[src/rtl/bma_pkg.sv]
`timescale 1ns / 1ps
// ----------------------------------------------------------------------------
// Boxcar moving average package
// Field widths and controller state type shared across the block.
// ----------------------------------------------------------------------------
package bma_pkg;

   // Fixed widths of the channel fields
   localparam int SAMPLE_W  = 12;
   localparam int AVERAGE_W = 12;

   // Controller state
   typedef enum logic [1:0] {
      ST_IDLE,
      ST_DIV,
      ST_HOLD
   } bma_state_type;

endpackage

[src/rtl/bma_if.sv]
`timescale 1ns / 1ps
// ----------------------------------------------------------------------------
// Boxcar moving average channels
// Valid/ready channels for the sample and the average items.
// ----------------------------------------------------------------------------
interface bma_req_if
   import bma_pkg::*;
   ();
   logic                valid;
   logic                ready;
   logic [SAMPLE_W-1:0] sample;

   modport source (output valid, output sample, input ready);
   modport sink   (input valid, input sample, output ready);
endinterface

interface bma_rsp_if
   import bma_pkg::*;
   ();
   logic                 valid;
   logic                 ready;
   logic [AVERAGE_W-1:0] average;

   modport source (output valid, output average, input ready);
   modport sink   (input valid, input average, output ready);
endinterface

[src/rtl/boxcar_moving_average.sv]
`timescale 1ns / 1ps
// ----------------------------------------------------------------------------
// Boxcar moving average
// Floor of the mean of the most recent samples, up to WINDOW of them, one average per sample.
// ----------------------------------------------------------------------------
// Flow: one sample in flight; a new sample is accepted only once the previous
//    average is in the output register. The bit-serial divider produces one
//    quotient bit per cycle.
// Reset: synchronous, clears fill count, running sum, controller and output
//    valid; the sample chain holds no reset and is read only once it is full.
// ----------------------------------------------------------------------------
module boxcar_moving_average
   import bma_pkg::*;
#(
   parameter int WINDOW      = 16,
   parameter int SAMPLE_BITS = 12
) (
   input logic     clock,
   input logic     reset,
   bma_req_if.sink   req_ch,
   bma_rsp_if.source rsp_ch
);

   // Sum of WINDOW samples stays below WINDOW * 2**SAMPLE_BITS
   localparam int SUM_W = SAMPLE_BITS + $clog2(WINDOW);
   localparam int CNT_W = $clog2(WINDOW + 1);
   localparam int EXT_W = (SAMPLE_BITS > SAMPLE_W) ? SAMPLE_BITS : SAMPLE_W;
   localparam int QEX_W = (SUM_W > AVERAGE_W) ? SUM_W : AVERAGE_W;
   localparam logic [CNT_W-1:0] WIN_COUNT = CNT_W'(WINDOW);

   bma_state_type state_ff, state_in;

   logic [CNT_W-1:0]       fill_ff, fill_in;
   logic [SUM_W-1:0]       sum_ff, sum_in;
   logic                   rsp_valid_ff, rsp_valid_in;
   logic [AVERAGE_W-1:0]   rsp_average_ff, rsp_average_in;

   logic                   accept;
   logic                   out_free;
   logic                   load_out;
   logic                   div_done;
   logic [SUM_W-1:0]       quotient;
   logic [QEX_W-1:0]       quotient_ext;
   logic [EXT_W-1:0]       sample_ext;
   logic [SAMPLE_BITS-1:0] sample;
   logic [SAMPLE_BITS-1:0] oldest;
   logic [SAMPLE_BITS-1:0] chain [WINDOW+1];

   // Drop sample bits above SAMPLE_BITS
   assign sample_ext = EXT_W'(req_ch.sample);
   assign sample     = sample_ext[SAMPLE_BITS-1:0];

   assign accept   = req_ch.valid && req_ch.ready;
   assign out_free = !rsp_valid_ff || rsp_ch.ready;

   // ---------------------------------------------------------------------
   // Sample chain: advance one cell per accepted item; the last cell holds
   // the sample that leaves the window once the window is full.
   // ---------------------------------------------------------------------
   assign chain[0] = sample;

   for (genvar i = 0; i < WINDOW; i++) begin : g_cell
      bma_cell #(
         .WIDTH (SAMPLE_BITS)
      ) u_cell (
         .clock    (clock),
         .advance  (accept),
         .data_in  (chain[i]),
         .data_out (chain[i+1])
      );
   end

   assign oldest = chain[WINDOW];

   // ---------------------------------------------------------------------
   // Running sum and fill count: add the new sample, and once full also
   // retire the oldest one; the count saturates at WINDOW.
   // ---------------------------------------------------------------------
   always_comb begin
      fill_in = fill_ff;
      sum_in  = sum_ff;
      if (accept) begin
         if (fill_ff < WIN_COUNT) begin
            fill_in = fill_ff + CNT_W'(1);
            sum_in  = sum_ff + SUM_W'(sample);
         end else begin
            sum_in  = sum_ff - SUM_W'(oldest) + SUM_W'(sample);
         end
      end
   end

   // Divide the updated sum by the updated count; count is never zero here
   bma_divider #(
      .NUM_W (SUM_W),
      .DEN_W (CNT_W)
   ) u_divider (
      .clock    (clock),
      .reset    (reset),
      .start    (accept),
      .dividend (sum_in),
      .divisor  (fill_in),
      .done     (div_done),
      .quotient (quotient)
   );

   // ---------------------------------------------------------------------
   // Controller: accept in idle, wait for the quotient, hold it until the
   // output register has room.
   // ---------------------------------------------------------------------
   always_comb begin
      state_in = state_ff;
      case (state_ff)
         ST_IDLE: begin
            if (accept) begin
               state_in = ST_DIV;
            end
         end
         ST_DIV: begin
            if (div_done) begin
               state_in = out_free ? ST_IDLE : ST_HOLD;
            end
         end
         ST_HOLD: begin
            if (out_free) begin
               state_in = ST_IDLE;
            end
         end
         default: begin
            state_in = ST_IDLE;
         end
      endcase
   end

   always_comb begin
      req_ch.ready = 1'b0;
      load_out     = 1'b0;
      case (state_ff)
         ST_IDLE: begin
            req_ch.ready = 1'b1;
         end
         ST_DIV: begin
            load_out = div_done && out_free;
         end
         ST_HOLD: begin
            load_out = out_free;
         end
         default: begin
            load_out = 1'b0;
         end
      endcase
   end

   // ---------------------------------------------------------------------
   // Output register: load a finished average, drop valid once taken.
   // ---------------------------------------------------------------------
   assign quotient_ext = QEX_W'(quotient);

   always_comb begin
      rsp_valid_in   = rsp_valid_ff;
      rsp_average_in = rsp_average_ff;
      if (load_out) begin
         rsp_valid_in   = 1'b1;
         rsp_average_in = quotient_ext[AVERAGE_W-1:0];
      end else if (rsp_ch.ready) begin
         rsp_valid_in   = 1'b0;
      end
   end

   always_ff @(posedge clock) begin
      if (reset) begin
         state_ff     <= ST_IDLE;
         fill_ff      <= '0;
         sum_ff       <= '0;
         rsp_valid_ff <= 1'b0;
      end else begin
         state_ff     <= state_in;
         fill_ff      <= fill_in;
         sum_ff       <= sum_in;
         rsp_valid_ff <= rsp_valid_in;
      end
      rsp_average_ff <= rsp_average_in;
   end

   assign rsp_ch.valid   = rsp_valid_ff;
   assign rsp_ch.average = rsp_average_ff;

endmodule

[src/rtl/bma_cell.sv]
`timescale 1ns / 1ps
// ----------------------------------------------------------------------------
// Boxcar moving average delay cell
// One sample slot of the window; hands its sample to the next cell on advance.
// ----------------------------------------------------------------------------
module bma_cell #(
   parameter int WIDTH = 12
) (
   input  logic             clock,
   input  logic             advance,
   input  logic [WIDTH-1:0] data_in,
   output logic [WIDTH-1:0] data_out
);

   logic [WIDTH-1:0] data_ff;

   always_ff @(posedge clock) begin
      if (advance) begin
         data_ff <= data_in;
      end
   end

   assign data_out = data_ff;

endmodule

[src/rtl/bma_divider.sv]
`timescale 1ns / 1ps
// ----------------------------------------------------------------------------
// Boxcar moving average divider
// Restoring divider, one quotient bit per cycle, done pulses after last bit.
// ----------------------------------------------------------------------------
module bma_divider #(
   parameter int NUM_W = 16,
   parameter int DEN_W = 5
) (
   input  logic             clock,
   input  logic             reset,
   input  logic             start,
   input  logic [NUM_W-1:0] dividend,
   input  logic [DEN_W-1:0] divisor,
   output logic             done,
   output logic [NUM_W-1:0] quotient
);

   localparam int STEP_W = $clog2(NUM_W + 1);

   logic [NUM_W-1:0]  quo_ff, quo_in;
   logic [DEN_W-1:0]  rem_ff, rem_in;
   logic [DEN_W-1:0]  den_ff, den_in;
   logic [STEP_W-1:0] step_ff, step_in;
   logic              busy_ff, busy_in;
   logic              done_ff, done_in;
   logic [DEN_W:0]    rem_shift;
   logic [DEN_W:0]    rem_diff;

   always_comb begin
      rem_shift = {rem_ff, quo_ff[NUM_W-1]};
      rem_diff  = rem_shift - {1'b0, den_ff};
      quo_in    = quo_ff;
      rem_in    = rem_ff;
      den_in    = den_ff;
      step_in   = step_ff;
      busy_in   = busy_ff;
      done_in   = 1'b0;
      if (start) begin
         quo_in  = dividend;
         rem_in  = '0;
         den_in  = divisor;
         step_in = STEP_W'(NUM_W);
         busy_in = 1'b1;
      end else if (busy_ff) begin
         // Remainder stays below the divisor, so the difference fits DEN_W bits
         if (rem_shift >= {1'b0, den_ff}) begin
            rem_in = rem_diff[DEN_W-1:0];
            quo_in = {quo_ff[NUM_W-2:0], 1'b1};
         end else begin
            rem_in = rem_shift[DEN_W-1:0];
            quo_in = {quo_ff[NUM_W-2:0], 1'b0};
         end
         step_in = step_ff - STEP_W'(1);
         if (step_ff == STEP_W'(1)) begin
            busy_in = 1'b0;
            done_in = 1'b1;
         end
      end
   end

   always_ff @(posedge clock) begin
      if (reset) begin
         busy_ff <= 1'b0;
         done_ff <= 1'b0;
         step_ff <= '0;
      end else begin
         busy_ff <= busy_in;
         done_ff <= done_in;
         step_ff <= step_in;
      end
      quo_ff <= quo_in;
      rem_ff <= rem_in;
      den_ff <= den_in;
   end

   assign done     = done_ff;
   assign quotient = quo_ff;

endmodule

[src/flat_wrapper.sv]
// flat-port wrapper written by rule: the top's interface ports become plain ports
module boxcar_moving_average_flat import bma_pkg::*;
#(
   parameter int WINDOW      = 16,
   parameter int SAMPLE_BITS = 12
)
  (clock, reset, req_ch_valid, req_ch_sample, req_ch_ready, rsp_ch_valid, rsp_ch_average, rsp_ch_ready);
  bma_req_if req_ch_i ();
  bma_rsp_if rsp_ch_i ();
  input logic clock;
  input logic reset;
  input wire logic [$bits(req_ch_i.valid)-1:0] req_ch_valid;
  input wire logic [$bits(req_ch_i.sample)-1:0] req_ch_sample;
  output wire logic [$bits(req_ch_i.ready)-1:0] req_ch_ready;
  output wire logic [$bits(rsp_ch_i.valid)-1:0] rsp_ch_valid;
  output wire logic [$bits(rsp_ch_i.average)-1:0] rsp_ch_average;
  input wire logic [$bits(rsp_ch_i.ready)-1:0] rsp_ch_ready;
  assign req_ch_i.valid = req_ch_valid;
  assign req_ch_i.sample = req_ch_sample;
  assign req_ch_ready = req_ch_i.ready;
  assign rsp_ch_valid = rsp_ch_i.valid;
  assign rsp_ch_average = rsp_ch_i.average;
  assign rsp_ch_i.ready = rsp_ch_ready;
  boxcar_moving_average #(.WINDOW(WINDOW), .SAMPLE_BITS(SAMPLE_BITS)) u_core (.clock(clock), .reset(reset), .req_ch(req_ch_i), .rsp_ch(rsp_ch_i));
endmodule
[config.mk]
export PLATFORM = sky130hd
export DESIGN_NAME = boxcar_moving_average_flat
export DESIGN_NICKNAME = d
export VERILOG_FILES = /design/src/rtl/bma_pkg.sv /design/src/rtl/bma_if.sv /design/src/rtl/boxcar_moving_average.sv /design/src/rtl/bma_cell.sv /design/src/rtl/bma_divider.sv /design/src/flat_wrapper.sv
export SDC_FILE = /design/constraint.sdc
export NUM_CORES = 1
export LEC_CHECK = 0
export BUFFER_PORTS_ARGS = -buffer_cell sky130_fd_sc_hd__buf_2
export CORE_MARGIN = 5
export CORE_UTILIZATION = 53
export DETAILED_ROUTE_END_ITERATION = 12
export PLACE_DENSITY = 0.69
export SLEW_MARGIN = 20
export SYNTH_ARGS = -nofsm -noshare
export SYNTH_HDL_FRONTEND = slang
export SYNTH_SLANG_ARGS = --single-unit
[constraint.sdc]
create_clock -name clock -period 9.03 [get_ports clock]
set_input_delay 2.709 -clock clock [delete_from_list [all_inputs] [get_ports clock]]
set_output_delay 2.709 -clock clock [all_outputs]
set_load 0.02 [all_outputs]
* Word level (Yosys, flattened, before mapping)
Index checks and enable logic that the tools add are counted.
Widths: inputs -> output; s select.
** Word-level totals
- Input port bits :: 16
- Memories kept :: 0
- ROM bits :: 0
- Output and inout port bits :: 14
- Bits in writable memories :: 0
- Bits in registers :: 261
- Bits in latches :: 0
- Word-level logic and storage cells :: 76
** Cells by class
- Muxes and demuxes :: 23
- Add/sub/neg operators :: 6
- $mul :: 0
- Div/mod/pow operators :: 0
- Reductions and logical operators :: 10
- Bitwise gates (word level) :: 1
- Equal/unequal tests :: 6
- Shift-type cells :: 0
- $lt $le $gt $ge :: 2
** Operator list (count)
- $mux 16 :: 4
- $add 16x12->16 :: 2
- $mux 5 :: 5
- $sub 16x12->16 :: 1
- $mux 1 :: 8
- $mux 2 :: 4
- $ge 6x5->1 :: 1
- $pmux 2 s3 :: 1
- $add 5x1->5 const B :: 1
- $eq 5x1->1 const B :: 1
- $lt 5x5->1 const B :: 1
- $sub 5x1->5 const B :: 1
- $sub 5x5->5 :: 1
- $ne 2x1->1 const B :: 2
- $reduce_bool 2->1 :: 2
- $reduce_and 3->1 :: 1
- $reduce_or 3->1 :: 1
- $eq 2x1->1 const B :: 1
- $eq 2x2->1 const B :: 1
- $logic_and 1x1->1 :: 2
- $logic_not 2->1 :: 1
- $ne 2x2->1 const B :: 1
- $pmux 1 s2 :: 1
- $reduce_or 2->1 :: 1
- 3 further kinds :: 3

* Longest topological paths before layout
- Depth in word-level cells :: 5
- Gate-level depth with buffers :: 12
- Depth with buffers taken out :: 12

* By module
A second synthesis with hierarchy kept.
** Second synthesis, totals
- Cell total of the unflattened synthesis :: 710
- Area total of the unflattened synthesis :: 10651.5 µm²
** By module, submodules not included
- bma_cell :: area an instance 360.3 µm², instances 16, seq. area each 360.3 µm², cells each 12
- boxcar_moving_average :: area an instance 3308.2 µm², instances 1, seq. area each 840.8 µm², cells each 391
- bma_divider :: area an instance 1577.8 µm², instances 1, seq. area each 870.8 µm², cells each 127

* Least setup slack after synthesis
Ideal clock, no wire load.
- Path kind :: input -> register
- Start :: input req_ch_valid
- End :: register u_core.u_divider.quo_ff[4] (netlist: u_core.u_divider.quotient[4]), data pin
- Data arrival time :: 8.895 ns
- Cell stages on the path :: 5
- Path buffers :: 2
- Setup slack :: -0.402 ns
- Data required time :: 8.493 ns
- Library setup time :: 0.537 ns
- Cells stage by stage :: nand2_2 -> inv_1 -> clkbuf_1 -> buf_1 -> a31oi_1
** Between the ends
- Cells in the longest elaborated chain, start to end :: 3
** Ends and longest elaborated chain
- start: declaration :: line flat_wrapper.sv:12 : input wire logic [$bits(req_ch_i.valid)-1:0] req_ch_valid;
- $logic_and 1x1->1 (*) :: line boxcar_moving_average.sv:53 : assign accept = req_ch.valid && req_ch.ready;
- net u_core.accept :: line boxcar_moving_average.sv:38 : logic accept;
- $mux 16 :: line boxcar_moving_average.sv:82 : if (accept) begin
- $mux 16 (*) :: line bma_divider.sv:39 : if (start) begin
- net u_core.u_divider.quo_in[4] :: line bma_divider.sv:21 : logic [NUM_W-1:0] quo_ff, quo_in;
- end signal: assignment :: line bma_divider.sv:72 : quo_ff <= quo_in;
- end: declaration :: line bma_divider.sv:21
Mark *: on every way through the listed nets, which the timed path passes. The rest lies on a longest branch.
A chain may end at the register's enable or synchronous reset.

* Worst setup path after layout
- Start :: input req_ch_sample[1]
- End :: register u_core.u_divider.quo_ff[14] (netlist: u_core.u_divider.quotient[14]), data pin
** Between the ends
- Cells in the longest elaborated chain, start to end :: 4
- Elaborated cells on any way between the ends :: 5
- Classes of those cells :: add/sub: 2; mux: 3
** Ends and longest elaborated chain
- start: declaration :: line flat_wrapper.sv:13 : input wire logic [$bits(req_ch_i.sample)-1:0] req_ch_sample;
- $add 16x12->16 (on tied branches) :: line boxcar_moving_average.sv:87, boxcar_moving_average.sv:85
- $mux 16 (*) :: line boxcar_moving_average.sv:83 : if (fill_ff < WIN_COUNT) begin
- $mux 16 (*) :: line boxcar_moving_average.sv:82
- $mux 16 (*) :: line bma_divider.sv:39
- net u_core.u_divider.quo_in[14] :: line bma_divider.sv:21
Marks and branches as above.

==> impl_metrics.ini <==
[cts]
cts_tree = built
cts.path.max_buffers = 3
cts-resized-gates = 0
cts_max_level = 1
cts_buffers = 26
clk_latency_ps = 520
clk_pin_slew_ps = 60
cts_setup_buffers = 0
clock-root-buffer = clkbuf_16
holdBufCountCts = 0
cts_num_sinks = 261

[sta]
setup_viol = 0
worst-slew-pin-transition_ps = 1040
fin_crit_sh_pct = 57.2
fmax_ghz = 0.194
tns_ps = 0
fin_worst_skew_ps = 13.6
drv_slew = 0
hold_ws_ps = 417
rsz0062_at_grt = false
fin_crit_ps = 5170
final-hold-violation-count = 0
slew_headroom_pct = 30.4

[grt]
grt_max_degree = 167
track_usage_pct = 15.7
grt_pass1_wl_um = 28900
grt_pass1_vias = 5805
antenna_found_initial = 0
overflow = 0

[layout]
stdcell_count = 1042
mostFrequentLayoutCells = edfxtp_1 (225), inv_1 (69), nor2_1 (41), ha_1 (41), a21oi_1 (37)
nets = 828
layout_commonest_cell = edfxtp_1
num_antenna_cells = 0
synthToLayoutAreaGrowth_pct = 12.0
layout-drive-gt1-share_pct = 12.0

[yosys]
seq_area_frac_synth_pct = 70.5
synth-seq-cells = 261
synth_mux_area_share_pct = 1.07
synth_edf_count = 225
synthXorXnorAreaFrac_pct = 2.72
avgSynthCellArea_um2 = 14.8
ys_async_sr_fraction_pct = 0
synth_cell_types = 67
synth-simple-area-share_pct = 6.33
synth-compound-area-share_pct = 8.29
synth_fa_ha_area_share_pct = 7.47
synthFlopType = edfxtp_1
ys_warn_count = 0
synth_area_um2 = 10600
synth_top_family_by_area = compound AO/OA/AOI/OAI gates
synthCells = 717
synth_nets = 788

[power_and_ir_drop]
vdd_drop_max_mv = 0.175
powerDensity_nw_per_um2 = 269
p_leak_nw = 4.43

[critical_path]
worst_r2r_path_depth = 10
cp.arrival_ps = 5440
crit_fanout = 3
r2r-start = u_core.g_cell[15].u_cell.data_out[1]
crit_path_end_kind = flip-flop
crit_type = in2reg
cp.required_ps = 9310
crit_start = req_ch_sample[1]
critPathLaunchType = input pin

[route]
antenna_left = 0
drc = 0
routed_via_density = 5.41
first_pass_iters = 4
drt-initial-drc-count = 434
num_vias = 5641
drt-total-wl_um = 17300
detail_route.wl_per_cell_um = 16.6

[floorplan]
die_h_um = 152
die_area_um2 = 23000
rows = 51
start_util_pct = 54.2
coreArea_um2 = 19600
die_w_um = 152
ios = 30

[worst_hold_path]
hp-start = u_core.g_cell[7].u_cell.data_out[11]
min_path_cells = 0
hold_class = reg2reg

[place]
port_buffers = 29
gp_congestion = 0.820
dpl.cell_count = 994
dp_hpwl_um = 10800

[run_status]
status = complete, no violations

[flow_run]
drv_cap = 0
kinds of logic after synthesis:
logic type,Yosys count
flip-flops,261
AND/OR/NAND/NOR,136
AO/OA/AOI/OAI,131
buffers and inverters,90
adder cells (fa/ha/maj),55
XOR/XNOR,33
multiplexers,11
path summary, 6_finish.rpt:
check	to	slack [ps]
hold / removal	u_core.g_cell[8].u_cell.data_out[11]	420
setup / recovery	u_core.u_divider.quotient[14]	3860
setup reg to reg	u_core.u_divider.quotient[14]	5820
hold reg to reg	u_core.g_cell[8].u_cell.data_out[11]	420
where the power goes:
| part | leakage (nW) | total, mW | internal (mW) | switching (mW) |
|---|---|---|---|---|
| combinational | 1.54 | 0.535 | 0.209 | 0.327 |
| sequential | 2.45 | 1.55 | 1.50 | 0.0577 |
| clock | 0.441 | 1.10 | 0.677 | 0.427 |
| total | 4.43 | 3.19 | 2.38 | 0.812 |
critical path, stage by stage:
cell and delay [ps]:
buf_2 100, inv_1 80, fa_1 540, inv_1 70
fa_1 480, a211oi_1 290, o21ai_0 240, a211oi_1 360
o31ai_1 130, xnor2_1 170, nand2_1 70, a22o_1 210
flip-flops by register name, indices dropped and copies added (netlist names):
name	cells
u_core.g_cell.u_cell.data_out	192
u_core.sum_ff	16
u_core.u_divider.quotient	16
u_core.rsp_ch.average	12
u_core.fill_ff	5
u_core.u_divider.den_ff	5
u_core.u_divider.rem_ff	5
u_core.u_divider.step_ff	5
u_core.state_ff	2
u_core.rsp_ch.valid	1
u_core.u_divider.busy_ff	1
u_core.u_divider.done	1
layout make-up:
class                           count  area (um2)
Timing Repair Buffer               31         160
Clock buffer                       33         718
Clock inverter                     15         179
Multi-Input combinational cell    366        2750
Fill cell                        1484        7700
Sequential cell                   261        7480
Tap cell                          265         332
Inverter                           71         274
per-layer routing:
layer	vias to the layer above	routed length, um	GRT usage (%)
li1	2716	-	-
met1	2776	8170	22.3
met2	116	8040	25.4
met3	33	762	2.53
met4	0	370	4.63
met5	-	0	0
cell usage after synthesis (6+ instances only):
master	count	area share, %
ha_1	41	4.8
xor2_1	13	1.1
nand2_1	29	1.0
edfxtp_1	225	64
a21oi_1	37	1.7
nand3_1	9	0.42
nor3_1	12	0.57
fa_1	14	2.6
mux2i_1	8	0.75
a21o_1	6	0.42
a211oi_1	17	1.2
xnor2_1	20	1.7
nor2b_1	11	0.65
clkbuf_1	9	0.32
inv_1	70	2.5
o21ai_0	24	1.1
nor2_1	42	1.5
dfxtp_1	36	6.8
stage by stage:
stage                     power, mW  utilization (%)  instance area [um2]  setup WS [ps]
after floorplan                2.01                -                10600            119
after global placement         2.08             56.1                11000           3400
after detailed placement       2.11             56.1                11000           3370
after CTS                      3.23             60.7                11900           3910
after global routing           3.36             60.7                11900           3730
final                          3.19             60.7                11900           3860
Power figures use the tool's default switching activity.
